[config.mk]
export PLATFORM = sky130hd
export DESIGN_NAME = fohm_ram
export DESIGN_NICKNAME = d
export VERILOG_FILES = /design/src/rtl/assert_macros.svh /design/src/rtl/fohm_ram.sv
export SDC_FILE = /design/constraint.sdc
export NUM_CORES = 1
export LEC_CHECK = 0
export BUFFER_PORTS_ARGS = -buffer_cell sky130_fd_sc_hd__buf_2
export CORE_ASPECT_RATIO = 1.1
export CORE_UTILIZATION = 40
export DETAILED_ROUTE_END_ITERATION = 6
export REMOVE_ABC_BUFFERS = 1
export SKIP_CTS_REPAIR_TIMING = 1
export SLEW_MARGIN = 15
export SYNTH_ARGS = -nofsm -noshare
export SYNTH_HDL_FRONTEND = slang
export SYNTH_SLANG_ARGS = --single-unit
export TNS_END_PERCENT = 100
[constraint.sdc]
create_clock -name clk -period 2.55 [get_ports clk]
set_input_delay 0.51 -clock clk [delete_from_list [all_inputs] [get_ports clk]]
set_output_delay 0.51 -clock clk [all_outputs]
set_load 0.05 [all_outputs]
[src/rtl/assert_macros.svh]
// Assertion macros shared by the mailbox RTL.
// Depends on nothing; included by modules that carry assertions.
`ifndef ASSERT_MACROS_SVH
`define ASSERT_MACROS_SVH
// Implication checked on every clock edge outside reset.
`define ASSERT_IMP(label, clk, rst_n, ante, cons, msg) \
	label: assert property (@(posedge clk) disable iff (!rst_n) (ante) |-> (cons)) \
		else $error(msg);
// Implication whose consequent is checked in the cycle after the antecedent.
`define ASSERT_NEXT(label, clk, rst_n, ante, cons, msg) \
	label: assert property (@(posedge clk) disable iff (!rst_n) (ante) |=> (cons)) \
		else $error(msg);
`endif

[src/rtl/fohm_ram.sv]
// Generic single-port synchronous RAM with registered read data.
// Depends on nothing.
module fohm_ram #(
	parameter int WIDTH = 8,
	parameter int DEPTH = 16
) (
	input logic clk,
	input logic we,
	input logic [$clog2(DEPTH)-1:0] addr,
	input logic [WIDTH-1:0] wdata,
	output logic [WIDTH-1:0] rdata
);
	logic [WIDTH-1:0] mem [DEPTH];
	always_ff @(posedge clk) begin
		if (we)
			mem[addr] <= wdata;
		rdata <= mem[addr];
	end
endmodule

### Word level (Yosys, flattened, before mapping)

Memory sizes are Yosys's and may differ from the RTL's. A register that Yosys moved wholly into a read port is not among the register bits.
Index checks and enable logic that the tools add are counted.

| cells by class | value |
|---|---|
| muxes and demuxes | 2 |

Operators with widths:

| kind | number |
|---|---|
| 1-bit 2-to-1 mux | 2 |

| storage, ports and cells | value |
|---|---|
| bits of input ports | 14 |
| word-level logic and storage cells | 3 |
| output and inout port bits | 8 |
| RAM bits | 128 |
| memories | 1 |
| bits in registers | 0 |

Memories:

| memory | words | bits a word | rd ports | clocked after memory_dff | write ports | line | source |
|---|---|---|---|---|---|---|---|
| mem | 16 | 8 | 1 | 1 | 1 | fohm_ram.sv:13 | `logic [WIDTH-1:0] mem [DEPTH];` |

### Longest topological paths before layout

| logic depth | value |
|---|---|
| word-level depth | 2 |
| depth in mapped cells | 5 |
| gate-level depth less buffers | 3 |

### Worst setup path before layout

No wires, ideal clock.

| timing path | value |
|---|---|
| path type | input -> register |
| start | in addr[2] |
| end | mem mem[0][0], enable pin |
| required time | 2,167 ps |
| path buffers | 0 |
| setup time | 383 ps |
| stages | 2 |
| data arrival time | 1,620 ps |
| setup slack | 547 ps |
| cells stage by stage | or3b_2 nor3_1 |

RTL lines:

| what | line | source |
|---|---|---|
| from (decl) | fohm_ram.sv:9 | `input logic [$clog2(DEPTH)-1:0] addr,` |
| to (decl) | fohm_ram.sv:13 |  |

No word-level cell before the write port.

==> impl_results.md <==
* Multi-input gate area at 1000 um^2
* Max-cap viol count at 0
* All-Layer GR Usage at 16.4%
* M1 WL at 4.10 mm
* Setup TNS at 0 ns
* Clock buffer depth at 2
* Die ar. at 13,100 um^2
* Synth Cell Area at 5070 um^2
* TritonCTS clock tree: yes
* Comb power frac at 5.2%
* Row cnt at 42
* Count of mapped cells out of synthesis at 230
* Initial Utilization at 41.6%
* Buffers on Ports at 21
* Die Y at 120 um
* Yosys top cell by area: edfxtp_1
* Initial antenna violation count at 0
* Post-DP HPWL at 6.09 mm
* Residual DRC at 0
* Synth Flop Type: edfxtp_1
* Actual slew at the worst max-slew pin at 0.733 ns
* Fin crit period at 1.56 ns
* Core area at 12,200 um^2
* Syn Area/Cell at 22.0 um^2
* Layout cells sized above 1 at 34.1%
* Tcrit/Tclk final at 61.1%
* Max VDD drop at 560 uV
* Critical path data required time at 2.84 ns
* Vias in the first global route at 2,532
* Critical path class: input pin to flip-flop
* Startpoint types: input pin
* Internal power at 0.00428 W
* Final nets at 291
* Outcome: completed
* Max_slew headroom at 51.0%
* Post-synth ARST share at 0%
* Diode count at 0
* Highest routed metal layer: met4
* Root Buffer: clkbuf_16
* Grt ovf at 0
* Sw Ratio at 19.3%
* Routed wl met3 at 361 um
* Vias at 2,358
* Finished Cell Area at 6080 um^2
* Arrival time worst endpoint at 1.84 ns
* Clock sink count at 136
* Crit Path Max Fanout at 39
* Cell Area, Placed at 5470 um^2
* Leakage at 2.02 nW
* WL final at 9.51 mm
* Die X-Extent at 109 um
* Hold Crit Class: input pin to flip-flop
* Metal2 WL at 4.84 mm
* Filler Cells Inserted at 973
* Post-synth EDFFs at 128
* Yosys reg bits at 136
* Crit. End Element: flip-flop
* Cts bufs inserted at 17
* Final setup fails at 0
* RSZ-0062 raised after global routing: no
* Number of library cell types mapped by synthesis at 18
* Pre-CTS setup slack at 0.538 ns
* Routability Congestion at 0.717
* Synth top area share at 75.9%
* Starting DRC count in detailed routing at 200
* Final Max Slew Viols at 0
* Sw Pwr at 0.00102 W
* Avg WL per Cell at 21.4 um
* Post-route ant nets at 0
* Sequential area share after synthesis at 79.0%
* Total I/O pin count at 22
* Vias/cell at 5.31
* Worst skew pair latency at 0.41 ns
* Syn. warnings at 0
* Register area at 4000 um^2
* Final Power at 0.00530 W
* Max Fclk at 0.642 GHz
* Sequential power share at 47.5%
* Layout area overhead at 20.0%
* Worst-path clk slew at 0.06 ns
* Final hold viol count at 0
* CTS H-Tree Depth at 4
* Clock Power Share at 47.3%
* Final setup margin at 0.993 ns
* Largest net degree at the start of global routing at 40
* First-pass GRT wire length at 14.6 mm
* Clock skew at 0.00740 ns
* Power Density at 872 nW/um^2
* Pre-antenna DRT Iters at 4
* Ranking of synthesized cells by area: edfxtp_1 76%, mux4_2 14%, dfxtp_1 3.2%, a22oi_1 2.4%, nor2_1 0.96%
## sequential cells by signal, summed over array words and instances (netlist names)
register,cells
mem,128
rdata,8
## layer usage
metal,vias up,global-route usage (%)
met1,1232,20.2
met5,-,0
li1,1053,-
met2,58,26.1
met4,0,8.33
met3,15,4.67
## cell usage in the layout, fill, tap and decap left out
cell type     n
clkbuf_1      3
clkinv_1      2
buf_12        2
nand3_1       1
nor2b_1       2
nor3_1        4
bufinv_16     4
or3b_2        1
clkbuf_8      2
dfxtp_1       8
clkbuf_16    17
a22oi_1      16
and2_1        1
buf_2        21
mux4_2       32
nand2_1       9
nand2b_1      2
nor2_1       13
edfxtp_1    128
clkinv_2      3
clkinvlp_4    1
buf_4        16
nand3b_1      2
## power groups by stage
stage                     combinational [W]  sequential, W  clock, W
after floorplan                    0.000103        0.00261         0
after global placement             0.000278        0.00256         0
after detailed placement           0.000283        0.00256         0
after CTS                          0.000284        0.00252   0.00256
after global routing               0.000300        0.00252   0.00264
final                              0.000278        0.00252   0.00251
## area by class of cell
class	instances	area share, %
multi-input cells	83	16.5
clock buffers	22	7.64
clock inverters	10	2.47
repair buffers	39	4.36
flip-flops and latches	136	65.9
well taps	154	3.17
## per-stage QoR
step                      hold slack [ns]  instances  util, %
after floorplan                     0.609        219        -
after global placement              0.653        412     44.8
after detailed placement            0.660        412     44.8
after CTS                           0.471        444     49.9
after global routing                0.485        444     49.9
final                               0.486        444     49.9
## path summary, 6_finish.rpt
check,from,end,slack [ns],cells past startpoint
max,addr[0],rdata[4],0.99,5
min,wdata[6],mem[10][6],0.49,1
max reg2reg,mem[2][4],rdata[4],1.20,3
min reg2reg,mem[6][6],rdata[6],0.67,3
## cell usage after synthesis (2+ instances only)
master,n
nand3b_1,2
buf_6,2
nand2b_1,2
clkbuf_1,2
nor2b_1,2
nand2_1,9
nor2_1,13
edfxtp_1,128
a22oi_1,16
buf_2,2
buf_1,4
dfxtp_1,8
nor3_1,4
mux4_2,32
## cell families after synthesis
| group | synth area share, % |
|---|---|
| and+or+nand+nor | 3.21 |
| DFF | 79.0 |
| buffers and inverters | 1.19 |
| AOI/OAI and AO/OA | 2.37 |
| muxes | 14.2 |
## worst max-delay path: stages
cell,delay (ns)
buf_2,0.10
buf_12,0.27
mux4_2,0.55
a22oi_1,0.30
nand2_1,0.08
Power figures use the tool's default switching activity.
